[src/rtl/bpc_pkg.sv]
// Shared types, register indexes and helpers for the button press classifier.
`timescale 1ns / 1ps

package bpc_pkg;

   localparam int COUNT_WIDTH = 16;
   localparam int CFG_WIDTH   = 16;
   localparam int CSR_IDX_W   = 3;

   typedef logic [COUNT_WIDTH-1:0] count_type;
   typedef logic [CFG_WIDTH-1:0]   cfg_word_type;
   typedef logic [CSR_IDX_W-1:0]   csr_index_type;

   localparam count_type CNT_MAX = {COUNT_WIDTH{1'b1}};

   // register map
   localparam csr_index_type REG_DEBOUNCE_TICKS = 3'd0;
   localparam csr_index_type REG_HOLD_TICKS     = 3'd1;
   localparam csr_index_type REG_LOCKOUT_TICKS  = 3'd2;
   localparam csr_index_type REG_QUICK_ENABLE   = 3'd3;
   localparam csr_index_type REG_HOLD_ENABLE    = 3'd4;
   localparam csr_index_type REG_SECOND_ENABLE  = 3'd5;

   // reset values
   localparam cfg_word_type DEBOUNCE_RESET = 16'd50;
   localparam cfg_word_type HOLD_RESET     = 16'd500;
   localparam cfg_word_type LOCKOUT_RESET  = 16'd50;

   // countdown load: zero acts as one, oversized values saturate
   function automatic count_type load_value(input cfg_word_type v);
      logic [31:0] wide;
      wide = 32'(v);
      if (wide > 32'(CNT_MAX)) begin
         return CNT_MAX;
      end else if (wide == 32'd0) begin
         return count_type'(1);
      end else begin
         return count_type'(wide);
      end
   endfunction

endpackage

[src/rtl/button_press_classifier_unit.sv]
// Top level of the button press classifier: tick register, event logic, result register.
`timescale 1ns / 1ps

// Usage
// Each req_ item is one time tick carrying the raw direction and second button
// pin levels (low = pressed). Every tick yields exactly one rsp_ item with the
// quick, hold and second button event flags for that tick.
// Configuration is written over the csr_ channel (index, data); csr_ready is
// always high. Write only while no tick is in flight.
// A tick waits in the tick register until the result register can advance; it is
// then processed into the result register, where its result stays valid until the receiver takes it.
// Throughput: one tick per cycle while rsp_ready stays high, set by the combinational
// update of the debounce, hold and lockout counters between the tick and result registers.
// When rsp_ready is low the result holds and the tick register still takes
// one more tick; req_ready drops once both registers are full.
// Reset (synchronous, active high) empties both registers, clears the
// counters, sets last pin levels high and loads the register reset values.
module button_press_classifier_unit (
   input  logic                   clock,
   input  logic                   reset,
   input  logic                   req_valid,
   output logic                   req_ready,
   input  logic                   req_dir_level,
   input  logic                   req_second_level,
   output logic                   rsp_valid,
   input  logic                   rsp_ready,
   output logic                   rsp_quick_event,
   output logic                   rsp_hold_event,
   output logic                   rsp_second_event,
   input  logic                   csr_valid,
   output logic                   csr_ready,
   input  bpc_pkg::csr_index_type csr_index,
   input  bpc_pkg::cfg_word_type  csr_data
);
   import bpc_pkg::*;

   // configuration
   cfg_word_type debounce_ticks_ff, hold_ticks_ff, lockout_ticks_ff;
   logic         quick_enable_ff, hold_enable_ff, second_enable_ff;

   // tick register and result register
   logic in_valid_ff, in_dir_ff, in_sec_ff;
   logic out_valid_ff, out_quick_ff, out_hold_ff, out_second_ff;

   // classifier state
   logic      last_dir_ff, settling_ff, pressed_seen_ff, hold_running_ff, last_sec_ff;
   count_type settle_count_ff, hold_count_ff, since_accept_ff;

   logic      settling_in, pressed_seen_in, hold_running_in;
   count_type settle_count_in, hold_count_in, since_accept_in;
   logic      quick_in, hold_in, second_in;

   logic advance, process;

   assign advance   = !out_valid_ff || rsp_ready;
   assign process   = advance && in_valid_ff;
   assign req_ready = !in_valid_ff || advance;
   assign csr_ready = 1'b1;

   assign rsp_valid        = out_valid_ff;
   assign rsp_quick_event  = out_quick_ff;
   assign rsp_hold_event   = out_hold_ff;
   assign rsp_second_event = out_second_ff;

   always_ff @(posedge clock) begin
      if (reset) begin
         debounce_ticks_ff <= DEBOUNCE_RESET;
         hold_ticks_ff     <= HOLD_RESET;
         lockout_ticks_ff  <= LOCKOUT_RESET;
         quick_enable_ff   <= 1'b0;
         hold_enable_ff    <= 1'b0;
         second_enable_ff  <= 1'b0;
      end else if (csr_valid && csr_ready) begin
         case (csr_index)
            REG_DEBOUNCE_TICKS: debounce_ticks_ff <= csr_data;
            REG_HOLD_TICKS:     hold_ticks_ff     <= csr_data;
            REG_LOCKOUT_TICKS:  lockout_ticks_ff  <= csr_data;
            REG_QUICK_ENABLE:   quick_enable_ff   <= csr_data[0];
            REG_HOLD_ENABLE:    hold_enable_ff    <= csr_data[0];
            REG_SECOND_ENABLE:  second_enable_ff  <= csr_data[0];
            default: ;
         endcase
      end
   end

   // one tick of the classifier
   always_comb begin
      settling_in     = settling_ff;
      settle_count_in = settle_count_ff;
      pressed_seen_in = pressed_seen_ff;
      hold_running_in = hold_running_ff;
      hold_count_in   = hold_count_ff;
      since_accept_in = since_accept_ff;
      quick_in        = 1'b0;
      hold_in         = 1'b0;
      second_in       = 1'b0;

      if (hold_running_ff) begin
         if (hold_count_ff <= count_type'(1)) begin
            hold_running_in = 1'b0;
            hold_count_in   = '0;
            hold_in         = hold_enable_ff;
         end else begin
            hold_count_in = hold_count_ff - count_type'(1);
         end
      end

      if (settling_ff) begin
         if (settle_count_ff <= count_type'(1)) begin
            settling_in     = 1'b0;
            settle_count_in = '0;
            if (!in_dir_ff && !pressed_seen_ff) begin
               quick_in        = 1'b1;
               hold_running_in = 1'b1;
               hold_count_in   = load_value(hold_ticks_ff);
               pressed_seen_in = 1'b1;
            end else if (in_dir_ff && pressed_seen_ff) begin
               hold_running_in = 1'b0;
               pressed_seen_in = 1'b0;
            end
         end else begin
            settle_count_in = settle_count_ff - count_type'(1);
         end
      end else if ((quick_enable_ff || hold_enable_ff) && (in_dir_ff != last_dir_ff)) begin
         settling_in     = 1'b1;
         settle_count_in = load_value(debounce_ticks_ff);
      end

      if (since_accept_ff != CNT_MAX) begin
         since_accept_in = since_accept_ff + count_type'(1);
      end
      if (second_enable_ff && last_sec_ff && !in_sec_ff &&
          (32'(since_accept_in) >= 32'(lockout_ticks_ff))) begin
         second_in       = 1'b1;
         since_accept_in = '0;
      end
   end

   always_ff @(posedge clock) begin
      if (reset) begin
         in_valid_ff     <= 1'b0;
         out_valid_ff    <= 1'b0;
         last_dir_ff     <= 1'b1;
         last_sec_ff     <= 1'b1;
         settling_ff     <= 1'b0;
         settle_count_ff <= '0;
         pressed_seen_ff <= 1'b0;
         hold_running_ff <= 1'b0;
         hold_count_ff   <= '0;
         since_accept_ff <= '0;
      end else begin
         if (req_valid && req_ready) begin
            in_valid_ff <= 1'b1;
         end else if (advance) begin
            in_valid_ff <= 1'b0;
         end
         if (advance) begin
            out_valid_ff <= in_valid_ff;
         end
         if (process) begin
            last_dir_ff     <= in_dir_ff;
            last_sec_ff     <= in_sec_ff;
            settling_ff     <= settling_in;
            settle_count_ff <= settle_count_in;
            pressed_seen_ff <= pressed_seen_in;
            hold_running_ff <= hold_running_in;
            hold_count_ff   <= hold_count_in;
            since_accept_ff <= since_accept_in;
         end
      end
   end

   always_ff @(posedge clock) begin
      if (req_valid && req_ready) begin
         in_dir_ff <= req_dir_level;
         in_sec_ff <= req_second_level;
      end
      if (process) begin
         out_quick_ff  <= quick_in;
         out_hold_ff   <= hold_in;
         out_second_ff <= second_in;
      end
   end

`ifndef SYNTH
   a_settle_nonzero: assert property (@(posedge clock) disable iff (reset)
      settling_ff |-> (settle_count_ff != '0))
      else $error("settle countdown running at zero");

   a_hold_nonzero: assert property (@(posedge clock) disable iff (reset)
      hold_running_ff |-> (hold_count_ff != '0))
      else $error("hold countdown running at zero");

   a_hold_needs_press: assert property (@(posedge clock) disable iff (reset)
      hold_running_ff |-> pressed_seen_ff)
      else $error("hold countdown running without a press");

   a_quick_starts_hold: assert property (@(posedge clock) disable iff (reset)
      (process && quick_in) |=> (pressed_seen_ff && hold_running_ff && out_quick_ff))
      else $error("quick event did not start hold countdown");

   a_second_clears_lockout: assert property (@(posedge clock) disable iff (reset)
      (process && second_in) |=> (since_accept_ff == '0))
      else $error("second event did not restart lockout counter");
`endif

endmodule

[config.mk]
export PLATFORM = sky130hd
export DESIGN_NAME = button_press_classifier_unit
export DESIGN_NICKNAME = d
export VERILOG_FILES = /design/src/rtl/bpc_pkg.sv /design/src/rtl/button_press_classifier_unit.sv
export SDC_FILE = /design/constraint.sdc
export NUM_CORES = 1
export LEC_CHECK = 0
export BUFFER_PORTS_ARGS = -buffer_cell sky130_fd_sc_hd__clkbuf_2
export CAP_MARGIN = 20
export CORE_UTILIZATION = 41
export DETAILED_ROUTE_END_ITERATION = 7
export PLACE_DENSITY = 0.62
export REMOVE_ABC_BUFFERS = 1
export SKIP_LAST_GASP = 1
export SLEW_MARGIN = 25
export SYNTH_ARGS = -nofsm -noshare
export SYNTH_HDL_FRONTEND = slang
export SYNTH_SLANG_ARGS = --single-unit
[constraint.sdc]
create_clock -name clock -period 3.4 [get_ports clock]
set_clock_uncertainty 0.05 [all_clocks]
set_input_delay 0 -clock clock [delete_from_list [all_inputs] [get_ports clock]]
set_output_delay 0 -clock clock [all_outputs]
set_load 0.005 [all_outputs]
==> impl_results.md <==
- Total power per unit cell area: 382 nW/um2
- Post-synthesis sequential area ratio: 38.5%
- Switch share: 24.6%
- TritonCTS Sinks: 111
- Hold_sp: csr_index[2]
- Finished Cell Area: 6900 um2
- First-pass GRT wire length: 26600 um
- Pin count of the biggest net entering global routing: 81
- Post-DP Area: 6240 um2
- EDFF count, synth: 5
- CP most frequent cell: buf_4
- Synth Flop Type: dfxtp_1
- Yosys warns: 0
- LEAKAGE: 2.56 nW
- Starting DRT DRC Count: 614
- Clock network power share: 39.8%
- Worst VDD drop: 0.240 mV
- Die X: 122 um
- Asr flop ratio synth: 0%
- Run status: finished clean
- Hold path depth: 4
- Period utilization: 96.1%
- Max Freq: 306 MHz
- Largest cells by area after synthesis: dfxtp_1 36%, nand2_1 8.6%, a21oi_1 6.4%, ha_1 4.9%, nor2_1 3.4%
- Setup slack, reg-to-reg: 0.13 ns
- Syn Std Cell Area: 5910 um2
- Post-layout min period: 3.27 ns
- Routability Congestion: 0.847
- P_sw: 0.000648 W
- Most frequent cell after synthesis: nand2_1
- Worst path buffer plus inverter count: 2
- Critical-path cell list: and4_4 -> and3_4 -> a21boi_1 -> buf_4 -> and3_1 -> xor2_1 -> ha_1 -> nand2_1 -> or4_4 -> o2111ai_4 -> o22ai_4 -> buf_4 -> a21oi_1 -> nor2_1
- Area occupied by multi-input gates: 3330 um2
- FF-to-FF Start: since_accept_ff[5]
- CTS H-tree depth: 3
- Die footprint: 14900 um2
- Root Buffer: clkbuf_16
- Final number of setup-violating endpoints: 0
- Kind of start point of the critical path: flop
- Internal Dissipation: 0.00199 W
- Slew @ Worst Pin: 0.882 ns
- Growth of design area from synthesis to finish: 16.8%
- Hold path endpoint: hold_enable_ff
- Clk buf depth: 2
- Starting Density: 42.2%
- Flop pwr share: 51.3%
- R2R Path End: since_accept_ff[14]
- Vias in the first global route: 5337
- Max-cap violations: 0
- Skew-Pair Late Insertion Delay: 0.35 ns
- Synth cell count leaders: 136 x nand2_1, 106 x dfxtp_1, 75 x a21oi_1
- GR Overflow Total: 0
- TritonCTS Buffers: 9
- Total GRT Usage: 22.9%
- Register cell area after layout: 2290 um2
- Crit-path leading delay family: simple AND/OR/NAND/NOR gates
- Syn Area/Cell: 7.89 um2
- Routed WL per cell: 16.2 um
- Overall power: 0.00264 W
- Initial antenna violation count: 0
- Top cell type's share of synthesized area: 35.9%
- Max-slew headroom: 41.2%
- DRC violation count after routing: 0
- DRT Pass-1 Iters: 5
- Vias after detailed routing: 5634
- Yosys cell types: 67
- RSZ-0062 raised after global routing: true
- Port Buffers: 30
- Fraction of layout cells with a size suffix above 1: 13.7%
- Crit Path Category: flop to flop
- Core Rows: 43
- Crit path largest cell delay: 0.55 ns
- Fill cells: 1364
- Area leader, netlist: dfxtp_1
- Comb power frac: 8.9%
- FF-to-FF path depth: 14
- Arr. time, crit path: 3.46 ns
- Hold Path Class: input port to flop
- Data required, critical path: 3.59 ns
- Total Nets Final: 847
- CTS tree: built
- Routed vias/inst: 5.73
- Critical path endpoint category: flop
- Crit-path slowest cell: or4_4
- # diodes: 0
- Critical-path maximum fanout: 8
- Syn Inst Count: 749
- Final HPWL from detailed placement: 11300 um
- Final WL: 16000 um
- ANT nets after route: 0
- Slew Limit Fails: 0
- CTS clock-pin slew for the worst setup and hold paths: 0.07 ns
- Synthesized flop and latch total: 111
- Ports: 32
- Core Region: 14000 um2
- Die height: 122 um
- Endpoints failing hold: 0
## state kept, by name, summed over array words and instances (netlist names), 16 cells and up
register           count
debounce_ticks_ff     16
hold_count_ff         16
hold_ticks_ff         16
lockout_ticks_ff      16
settle_count_ff       16
since_accept_ff       16
## routing by layer
layer	global-route usage, %	vias up	share of wire (%)	wire length, um
met2	35.0	160	44	7100
li1	-	2773	-	-
met5	0	-	0	0
met3	3.00	26	4.0	644
met1	32.3	2675	49	7880
met4	9.10	0	2.2	346
## tightest hold or removal path, delay by kind of cell
family                 cells  cell delay, ns
AND/OR/NAND/NOR            2            0.18
buffers and inverters      1            0.15
multiplexers               1            0.07
## cell usage in the layout, fill, tap and decap left out, drive strengths merged, types with 5 or more instances in the layout
cell,count
a32o,5
inv,46
nor4,15
a21oi,75
dlygate4sd3,23
clkbuf,43
buf,25
and3,5
a22oi,13
a41oi,7
nand3,29
xor2,9
nor3,25
xnor2,8
nand4,5
nand2,136
o21ai,34
dfxtp,106
and2,5
o211ai,7
mux2i,6
nand2b,5
a31oi,11
edfxtp,5
nor2,55
ha,23
o32ai,12
## power by group through the flow
stage                     Clock (W)  Combinational [W]  Sequential, W
final                       0.00105           0.000235        0.00135
after global routing        0.00113           0.000260        0.00136
after CTS                   0.00108           0.000225        0.00135
after detailed placement          0           0.000201        0.00139
after global placement            0           0.000197        0.00138
after floorplan                   0           0.000110        0.00138
## kinds of logic after synthesis
family,share of synthesized area (%)
AO/OA/AOI/OAI,21.2
AND/OR/NAND/NOR,24.7
multiplexers,1.40
buffers and inverters,6.78
adder cells (fa/ha/maj),4.87
other,0.0635
flip-flops,38.5
XOR/XNOR,2.52
## metrics by stage
| stage | worst slack (ns) | util, % | TNS [ns] | hold WS, ns | instances |
|---|---|---|---|---|---|
| floorplan | 0.178 | - | 0 | 0.0191 | 709 |
| global placement | 0.0855 | 44.6 | 0 | 0.130 | 942 |
| detailed placement | 0.0185 | 44.6 | 0 | 0.130 | 942 |
| CTS | 0.0435 | 48.5 | 0 | 0.00854 | 981 |
| global route | -0.0463 | 49.3 | -0.134 | 0.0994 | 983 |
| finish | 0.132 | 49.3 | 0 | 0.0443 | 983 |
## final cells by class
type	instances	area share, %
clock buffers	13	3.93
clock inverters	3	0.344
inverters	46	2.50
multi-input cells	552	48.3
flip-flops and latches	111	33.2
well taps	180	3.26
repair buffers	78	8.41
## what timing repair did
item                       CTS  global route
setup buffers                0             2
setup endpoints to repair    2            17
gates cloned                 0             0
hold buffers                23             0
resized for setup            3            26
pin swaps                    0             5
hold endpoints to repair    54             0
## worst max-delay path by stage
stage | startpoint | to | cells past startpoint
finish | since_accept_ff[5] | since_accept_ff[14] | 14
detailed placement | since_accept_ff[1] | since_accept_ff[14] | 13
global route | since_accept_ff[5] | since_accept_ff[6] | 14
CTS | since_accept_ff[5] | since_accept_ff[14] | 13
global placement | since_accept_ff[5] | since_accept_ff[14] | 13
floorplan | since_accept_ff[2] | since_accept_ff[3] | 12
Power figures use the tool's default switching activity.
